==> src/rtl/core/srt_pkg.sv <==
// Package for the sorted record table: shared types, cell commands and result codes.
// Used by srt_cell and sorted_record_table; depends on nothing else.
`default_nettype none

package srt_pkg;

  // Default number of cells in the chain
  localparam int unsigned DEPTH_DEF = 16;

  localparam int unsigned KEY_W   = 32;
  localparam int unsigned SCORE_W = 8;
  localparam int unsigned AVG_W   = 9;
  localparam int unsigned STAT_W  = 2;

  // Result status codes
  localparam logic [STAT_W-1:0] ST_ENTRY    = 2'd0;
  localparam logic [STAT_W-1:0] ST_EMPTY    = 2'd1;
  localparam logic [STAT_W-1:0] ST_NOTFOUND = 2'd2;
  localparam logic [STAT_W-1:0] ST_FULL     = 2'd3;

  // Operation codes of the input word
  localparam logic FUNC_INSERT = 1'b0;
  localparam logic FUNC_DELETE = 1'b1;

  // Command broadcast to every cell in a cycle
  typedef enum logic [1:0] {
    CELL_HOLD   = 2'd0,
    CELL_INSERT = 2'd1,
    CELL_DELETE = 2'd2,
    CELL_ROTATE = 2'd3
  } cell_op_e;

  // One stored record
  typedef struct packed {
    logic [KEY_W-1:0]   key;
    logic [SCORE_W-1:0] score_a;
    logic [SCORE_W-1:0] score_b;
  } entry_t;

  // Control group from the sequencer to the cells
  typedef struct packed {
    cell_op_e op;
    entry_t   rec;
  } cell_ctl_t;

endpackage

`default_nettype wire

==> src/rtl/core/sorted_record_table.sv <==
// Sorted record table: top level with the cell chain, sequencer and output register.
// Depends on srt_pkg and srt_cell.
//
// Keeps up to DEPTH records sorted by ascending unsigned key in a chain of cells. An insert
// word places its record ahead of the first entry with a key not smaller; a delete word
// removes the first entry with an equal key. After a successful operation that leaves entries,
// the whole table goes out in order, one word per entry, with last set on the final one;
// otherwise one status word (empty, not found, full) goes out. An input word is captured into a
// register and applied to the chain; then the entries are listed or the status word is sent.
// The listing rotates the chain through its head cell, one entry per cycle while the output
// is not stalled; the next input word is taken only after the last result word has been
// loaded into the output register.
`default_nettype none

module sorted_record_table #(
  parameter int unsigned DEPTH = srt_pkg::DEPTH_DEF
) (
  input  wire logic                          clk_i,
  input  wire logic                          rst_ni,
  input  wire logic                          in_valid_i,
  output logic                               in_stall_o,
  input  wire logic                          func_i,
  input  wire logic [srt_pkg::KEY_W-1:0]     key_i,
  input  wire logic [srt_pkg::SCORE_W-1:0]   score_a_i,
  input  wire logic [srt_pkg::SCORE_W-1:0]   score_b_i,
  output logic                               out_valid_o,
  input  wire logic                          out_stall_i,
  output logic [srt_pkg::STAT_W-1:0]         status_o,
  output logic [srt_pkg::KEY_W-1:0]          entry_key_o,
  output logic [srt_pkg::SCORE_W-1:0]        entry_score_a_o,
  output logic [srt_pkg::SCORE_W-1:0]        entry_score_b_o,
  output logic [srt_pkg::AVG_W-1:0]          avg_halves_o,
  output logic                               last_o
);

  localparam int unsigned CW = $clog2(DEPTH + 1);

  localparam logic [1:0] S_IDLE = 2'd0;
  localparam logic [1:0] S_EXEC = 2'd1;
  localparam logic [1:0] S_EMIT = 2'd2;
  localparam logic [1:0] S_STAT = 2'd3;

  logic [1:0]                  state_q, state_d;
  logic [CW-1:0]               fill_q, fill_d;
  logic [CW-1:0]               cnt_q, cnt_d;
  logic                        func_q;
  srt_pkg::entry_t             cmd_q;
  logic [srt_pkg::STAT_W-1:0]  code_q, code_d;

  logic                        out_vld_q, out_vld_d;
  logic [srt_pkg::STAT_W-1:0]  out_stat_q, out_stat_d;
  srt_pkg::entry_t             out_ent_q, out_ent_d;
  logic [srt_pkg::AVG_W-1:0]   out_avg_q, out_avg_d;
  logic                        out_last_q, out_last_d;

  srt_pkg::cell_ctl_t          ctl;
  srt_pkg::entry_t             ent_w [DEPTH];
  logic [DEPTH-1:0]            vld_w;
  logic [DEPTH-1:0]            lt_w;
  logic [DEPTH-1:0]            eq_w;

  logic                        accept;
  logic                        load;
  logic                        found;
  logic                        full;
  logic                        emit_last;

  assign accept     = in_valid_i && !in_stall_o;
  assign in_stall_o = (state_q != S_IDLE);
  assign load       = !out_vld_q || !out_stall_i;
  assign found      = |eq_w;
  assign full       = (fill_q == CW'(DEPTH));
  assign emit_last  = (CW'(cnt_q + 1'b1) == fill_q);

  // Cell chain
  for (genvar i = 0; i < DEPTH; i++) begin : g_cell
    logic            p_lt, p_vld, n_vld;
    srt_pkg::entry_t p_ent, n_ent;
    if (i == 0) begin : g_first
      assign p_lt  = 1'b1;
      assign p_vld = 1'b1;
      assign p_ent = ent_w[0];
    end else begin : g_mid
      assign p_lt  = lt_w[i-1];
      assign p_vld = vld_w[i-1];
      assign p_ent = ent_w[i-1];
    end
    if (i == DEPTH - 1) begin : g_last
      assign n_vld = 1'b0;
      assign n_ent = ent_w[i];
    end else begin : g_inner
      assign n_vld = vld_w[i+1];
      assign n_ent = ent_w[i+1];
    end
    srt_cell u_cell (
      .clk_i      (clk_i),
      .rst_ni     (rst_ni),
      .ctl_i      (ctl),
      .prev_lt_i  (p_lt),
      .prev_vld_i (p_vld),
      .prev_ent_i (p_ent),
      .next_vld_i (n_vld),
      .next_ent_i (n_ent),
      .head_ent_i (ent_w[0]),
      .ent_o      (ent_w[i]),
      .vld_o      (vld_w[i]),
      .lt_o       (lt_w[i]),
      .eq_o       (eq_w[i])
    );
  end

  // Sequencer: apply the word, then list the table or report a status
  always_comb begin
    state_d    = state_q;
    fill_d     = fill_q;
    cnt_d      = cnt_q;
    code_d     = code_q;
    ctl.op     = srt_pkg::CELL_HOLD;
    ctl.rec    = cmd_q;
    out_vld_d  = out_vld_q && out_stall_i;
    out_stat_d = out_stat_q;
    out_ent_d  = out_ent_q;
    out_avg_d  = out_avg_q;
    out_last_d = out_last_q;
    unique case (state_q)
      S_IDLE: begin
        if (accept) begin
          state_d = S_EXEC;
        end
      end
      S_EXEC: begin
        cnt_d = '0;
        if (func_q == srt_pkg::FUNC_INSERT) begin
          if (full) begin
            code_d  = srt_pkg::ST_FULL;
            state_d = S_STAT;
          end else begin
            ctl.op  = srt_pkg::CELL_INSERT;
            fill_d  = CW'(fill_q + 1'b1);
            state_d = S_EMIT;
          end
        end else if (fill_q == '0) begin
          code_d  = srt_pkg::ST_EMPTY;
          state_d = S_STAT;
        end else if (!found) begin
          code_d  = srt_pkg::ST_NOTFOUND;
          state_d = S_STAT;
        end else begin
          ctl.op = srt_pkg::CELL_DELETE;
          fill_d = CW'(fill_q - 1'b1);
          if (fill_q == CW'(1)) begin
            code_d  = srt_pkg::ST_EMPTY;
            state_d = S_STAT;
          end else begin
            state_d = S_EMIT;
          end
        end
      end
      S_EMIT: begin
        if (load) begin
          ctl.op     = srt_pkg::CELL_ROTATE;
          out_vld_d  = 1'b1;
          out_stat_d = srt_pkg::ST_ENTRY;
          out_ent_d  = ent_w[0];
          out_avg_d  = srt_pkg::AVG_W'(ent_w[0].score_a) + srt_pkg::AVG_W'(ent_w[0].score_b);
          out_last_d = emit_last;
          if (emit_last) begin
            cnt_d   = '0;
            state_d = S_IDLE;
          end else begin
            cnt_d = CW'(cnt_q + 1'b1);
          end
        end
      end
      S_STAT: begin
        if (load) begin
          out_vld_d  = 1'b1;
          out_stat_d = code_q;
          out_ent_d  = '0;
          out_avg_d  = '0;
          out_last_d = 1'b1;
          state_d    = S_IDLE;
        end
      end
      default: begin
        state_d = S_IDLE;
      end
    endcase
  end

  // Capture the input word
  always_ff @(posedge clk_i) begin
    if (accept) begin
      func_q        <= func_i;
      cmd_q.key     <= key_i;
      cmd_q.score_a <= score_a_i;
      cmd_q.score_b <= score_b_i;
    end
  end

  // Output word payload and status code
  always_ff @(posedge clk_i) begin
    out_stat_q <= out_stat_d;
    out_ent_q  <= out_ent_d;
    out_avg_q  <= out_avg_d;
    out_last_q <= out_last_d;
    code_q     <= code_d;
  end

  // Control state
  always_ff @(posedge clk_i or negedge rst_ni) begin
    if (!rst_ni) begin
      state_q   <= S_IDLE;
      fill_q    <= '0;
      cnt_q     <= '0;
      out_vld_q <= 1'b0;
    end else begin
      state_q   <= state_d;
      fill_q    <= fill_d;
      cnt_q     <= cnt_d;
      out_vld_q <= out_vld_d;
    end
  end

  assign out_valid_o     = out_vld_q;
  assign status_o        = out_stat_q;
  assign entry_key_o     = out_ent_q.key;
  assign entry_score_a_o = out_ent_q.score_a;
  assign entry_score_b_o = out_ent_q.score_b;
  assign avg_halves_o    = out_avg_q;
  assign last_o          = out_last_q;

  // Valid flags track the fill count
  a_fill_match: assert property (@(posedge clk_i) disable iff (!rst_ni)
    $countones(vld_w) == 32'(fill_q))
    else $error("cell valid flags disagree with fill count");

  // Valid flags form a contiguous run from the head
  a_thermo: assert property (@(posedge clk_i) disable iff (!rst_ni)
    $onehot0(vld_w + DEPTH'(1)))
    else $error("cell valid flags not contiguous");

  // Listing never runs past the fill
  a_emit_range: assert property (@(posedge clk_i) disable iff (!rst_ni)
    (state_q == S_EMIT) |-> (cnt_q < fill_q))
    else $error("listing index beyond fill");

  // Status words are single, final and zero filled
  a_status_word: assert property (@(posedge clk_i) disable iff (!rst_ni)
    (out_valid_o && (status_o != srt_pkg::ST_ENTRY)) |->
      (last_o && (entry_key_o == '0) && (avg_halves_o == '0)))
    else $error("malformed status word");

endmodule

`default_nettype wire

==> src/rtl/core/srt_cell.sv <==
// One cell of the sorted record chain: holds one record and its valid flag.
// Depends on srt_pkg for the record type and the cell command.
`default_nettype none

module srt_cell (
  input  wire logic                   clk_i,
  input  wire logic                   rst_ni,
  input  wire srt_pkg::cell_ctl_t     ctl_i,
  input  wire logic                   prev_lt_i,
  input  wire logic                   prev_vld_i,
  input  wire srt_pkg::entry_t        prev_ent_i,
  input  wire logic                   next_vld_i,
  input  wire srt_pkg::entry_t        next_ent_i,
  input  wire srt_pkg::entry_t        head_ent_i,
  output srt_pkg::entry_t             ent_o,
  output logic                        vld_o,
  output logic                        lt_o,
  output logic                        eq_o
);

  srt_pkg::entry_t ent_q, ent_d;
  logic            vld_q, vld_d;

  // Compare the stored key against the broadcast key
  assign lt_o  = vld_q && (ent_q.key < ctl_i.rec.key);
  assign eq_o  = vld_q && (ent_q.key == ctl_i.rec.key);
  assign ent_o = ent_q;
  assign vld_o = vld_q;

  // Select the next content from self, neighbors, the new record or the head
  always_comb begin
    ent_d = ent_q;
    vld_d = vld_q;
    unique case (ctl_i.op)
      srt_pkg::CELL_HOLD: begin
      end
      srt_pkg::CELL_INSERT: begin
        if (!lt_o) begin
          ent_d = prev_lt_i ? ctl_i.rec : prev_ent_i;
          vld_d = vld_q | prev_vld_i;
        end
      end
      srt_pkg::CELL_DELETE: begin
        // at or past the first match: pull from the right
        if (vld_q && !lt_o) begin
          ent_d = next_ent_i;
          vld_d = next_vld_i;
        end
      end
      srt_pkg::CELL_ROTATE: begin
        if (vld_q && !next_vld_i) begin
          ent_d = head_ent_i;
        end else if (vld_q) begin
          ent_d = next_ent_i;
        end
      end
      default: begin
      end
    endcase
  end

  // Record payload
  always_ff @(posedge clk_i) begin
    ent_q <= ent_d;
  end

  // Valid flag
  always_ff @(posedge clk_i or negedge rst_ni) begin
    if (!rst_ni) begin
      vld_q <= 1'b0;
    end else begin
      vld_q <= vld_d;
    end
  end

endmodule

`default_nettype wire
==> config.mk <==
export PLATFORM = sky130hd
export DESIGN_NAME = sorted_record_table
export DESIGN_NICKNAME = d
export VERILOG_FILES = /design/src/rtl/core/srt_pkg.sv /design/src/rtl/core/sorted_record_table.sv /design/src/rtl/core/srt_cell.sv
export SDC_FILE = /design/constraint.sdc
export NUM_CORES = 2
export LEC_CHECK = 0
export BUFFER_PORTS_ARGS = -buffer_cell sky130_fd_sc_hd__buf_2
export CORE_ASPECT_RATIO = 1.2
export CORE_MARGIN = 8
export CORE_UTILIZATION = 45
export CTS_CLUSTER_DIAMETER = 200
export DETAILED_ROUTE_END_ITERATION = 16
export MAX_ROUTING_LAYER = met4
export PLACE_DENSITY = 0.7
export SETUP_SLACK_MARGIN = 0.15
export SLEW_MARGIN = 20
export SYNTH_ARGS = -nofsm -noshare
export SYNTH_HDL_FRONTEND = slang
export SYNTH_HIERARCHICAL = 1
export SYNTH_SLANG_ARGS = --single-unit
==> constraint.sdc <==
create_clock -name clk_i -period 29.3 [get_ports clk_i]
set_input_delay 1.465 -clock clk_i [delete_from_list [all_inputs] [get_ports clk_i]]
set_output_delay 1.465 -clock clk_i [all_outputs]
set_load 0.05 [all_outputs]
==> flow_metrics.env <==
export IMPL_status="finished clean"
export IMPL_place_hpwl_um=137000
export IMPL_postCtsHoldBufs=0
export IMPL_slew_headroom=0.243
export IMPL_cts_clk_slew_worst_paths_ns=0.06
export IMPL_synthesis_area_um2=61900
export IMPL_start_util=0.452
export IMPL_die_w_um=355
export IMPL_p_leak_nw=27.1
export IMPL_drc=0
export IMPL_met1Wirelength_um=72700
export IMPL_grt_overflow_total=0
export IMPL_period_needed_ns=7.67
export IMPL_drt_first_pass_iters=6
export IMPL_hold_depth=1
export IMPL_core_um2=137000
export IMPL_wl_met2_um=99400
export IMPL_cts_inserted_buffers=98
export IMPL_antenna_found_initial=0
export IMPL_drv_slew=0
export IMPL_io_buffers=114
export IMPL_drt_iter0_markers=4943
export IMPL_ctsHtreeMaxLevel=3
export IMPL_crit_type="reg -> reg"
export IMPL_via_per_inst=6.57
export IMPL_cts_root_buf="clkbuf_16"
export IMPL_clock_latency_ns=0.73
export IMPL_wl_um=196000
export IMPL_postRouteAntennaNets=0
export IMPL_grt_pass1_wl_um=300000
export IMPL_dieArea_um2=150000
export IMPL_finalHoldViolations=0
export IMPL_crit_path_start_kind="flip-flop"
export IMPL_yosysWarnings=6
export IMPL_fin_hold_ws_ns=0.543
export IMPL_worst_slew_pin_slew_ns=1.14
export IMPL_period_share=0.262
export IMPL_drv_cap=0
export IMPL_io_pins=115
export IMPL_cts_resized=0
export IMPL_die_h_um=422
export IMPL_crit_required_ns=29.65
export IMPL_worstPathMaxFanout=223
export IMPL_drive_gt1_frac=0.102
export IMPL_peakVddDrop_mv=0.0671
export IMPL_met3WireLength_um=11300
export IMPL_skew_ns=0.0336
export IMPL_layout_nets=6377
export IMPL_grt_total_usage=0.256
export IMPL_cts_sinks=908
export IMPL_vias=50500
export IMPL_r2r_cells=16
export IMPL_grt_pass1_vias=51900
export IMPL_highest_layer="met4"
export IMPL_cp_arrival_ns=8.02
export IMPL_grt_max_degree=224
export IMPL_post_drt_wl_per_cell_um=25.5
export IMPL_layout_area_overhead_vs_synth_pct=9.82
export IMPL_clock_fmax_mhz=130
export IMPL_rows=149
export IMPL_cts_tree="yes"
export IMPL_end_kind="flip-flop"
export IMPL_syn_inst=5784
export IMPL_place_congestion=0.914
export IMPL_powerDensity_nw_per_um2=100
export IMPL_min_path_type="reg -> reg"
export IMPL_clk_path_buf_depth=3
export IMPL_finalSetupViolations=0
export IMPL_post_cts_setup_buffers=0
export IMPL_fin_setup_tns_ns=0
export IMPL_rsz0062_at_grt="no"
export IMPL_avgSynthCellArea_um2=10.7
export IMPL_num_antenna_cells=0
[registers in the layout, summed over array words and instances, names as in the netlist]
name / count
g_cell.u_cell/ent_o: 768
cmd_q: 48
entry_key_o: 32
g_cell.u_cell/vld_o: 16
avg_halves_o: 9
entry_score_a_o: 8
entry_score_b_o: 8
cnt_q: 5
fill_q: 5
code_q: 2
state_q: 2
status_o: 2
func_q: 1
last_o: 1
out_valid_o: 1
[critical path, stage by stage (launching register included)]
cell and delay [ns]:
edfxtp_1 0.32, buf_4 0.38, inv_1 0.09, ha_1 0.34, nand4_1 0.19, or4_1 0.67
nor4_1 0.56, nor4_1 0.13, nand4_1 0.36, nand3_1 0.21, a21boi_4 0.24, buf_12 0.58
buf_12 0.69, buf_4 0.90, nand2_1 0.22, o22ai_4 0.55, buf_4 0.54
[cells in the final DEF (no fill, tap or decap), drive strengths merged, types with 11 or more instances in the layout]
cell type / count
o211ai: 13
buf: 257
clkinv: 37
o221ai: 12
o221a: 12
nor4: 48
edfxtp: 879
a22oi: 772
a22o: 12
a21oi: 235
bufinv: 11
a21o: 21
mux2i: 776
nor2: 60
inv: 554
a21boi: 26
a2111oi: 16
o22ai: 13
nor3b: 16
o41a: 12
nand3: 67
nand4: 102
nor3: 39
nand2: 152
clkbuf: 122
o21ai: 863
ha: 529
nor2b: 73
dfrtp: 29
o21a: 30
and3: 12
[layout make-up]
type / count / area [um2]
timing repair buffer: 257 / 1670
clock buffer: 122 / 2550
clock inverter: 60 / 687
tap: 1812 / 2270
inverter: 546 / 2050
fill: 12200 / 69000
sequential: 908 / 27100
multi-input combinational: 3983 / 31600
[report_power, final]
group          total [mW]  internal [mW]  switching, mW
logic                3.02           1.05           1.97
clock network        1.30          0.723          0.573
registers            2.51           2.16          0.350
[per-stage QoR]
step	std cells	power [mW]	util	area, um2	setup WS (ns)
2_1_floorplan	5787	4.56	-	61900	18.76
3_5_place_dp	7506	5.49	0.472	64700	21.83
5_1_grt	7688	7.16	0.496	68000	21.23
4_1_cts	7688	6.79	0.496	68000	21.80
6_report	7688	6.82	0.496	68000	21.63
3_3_place_gp	7506	5.38	0.472	64700	21.95
[worst paths after layout]
| check | end | slack (ns) | start |
|---|---|---|---|
| worst min register to register | status_o[1] | 0.54 | code_q[1] |
| worst max-delay path | g_cell[2].u_cell/ent_o[0] | 21.63 | cmd_q[30] |
| max in group asynchronous | g_cell[15].u_cell/vld_o | 28.02 | rst_ni |
| worst max register to register | g_cell[2].u_cell/ent_o[0] | 21.63 | cmd_q[30] |
| min in group asynchronous | state_q[1] | 0.84 | rst_ni |
| worst min-delay path | status_o[1] | 0.54 | code_q[1] |
[routing by layer]
| layer | up-vias | GRT usage |
|---|---|---|
| met2 | 2364 | 0.444 |
| met5 | - | - |
| met1 | 25000 | 0.287 |
| met3 | 811 | 0.0248 |
| li1 | 22400 | - |
| met4 | 0 | 0.151 |
Note: power is estimated with default switching activity, not from simulation.
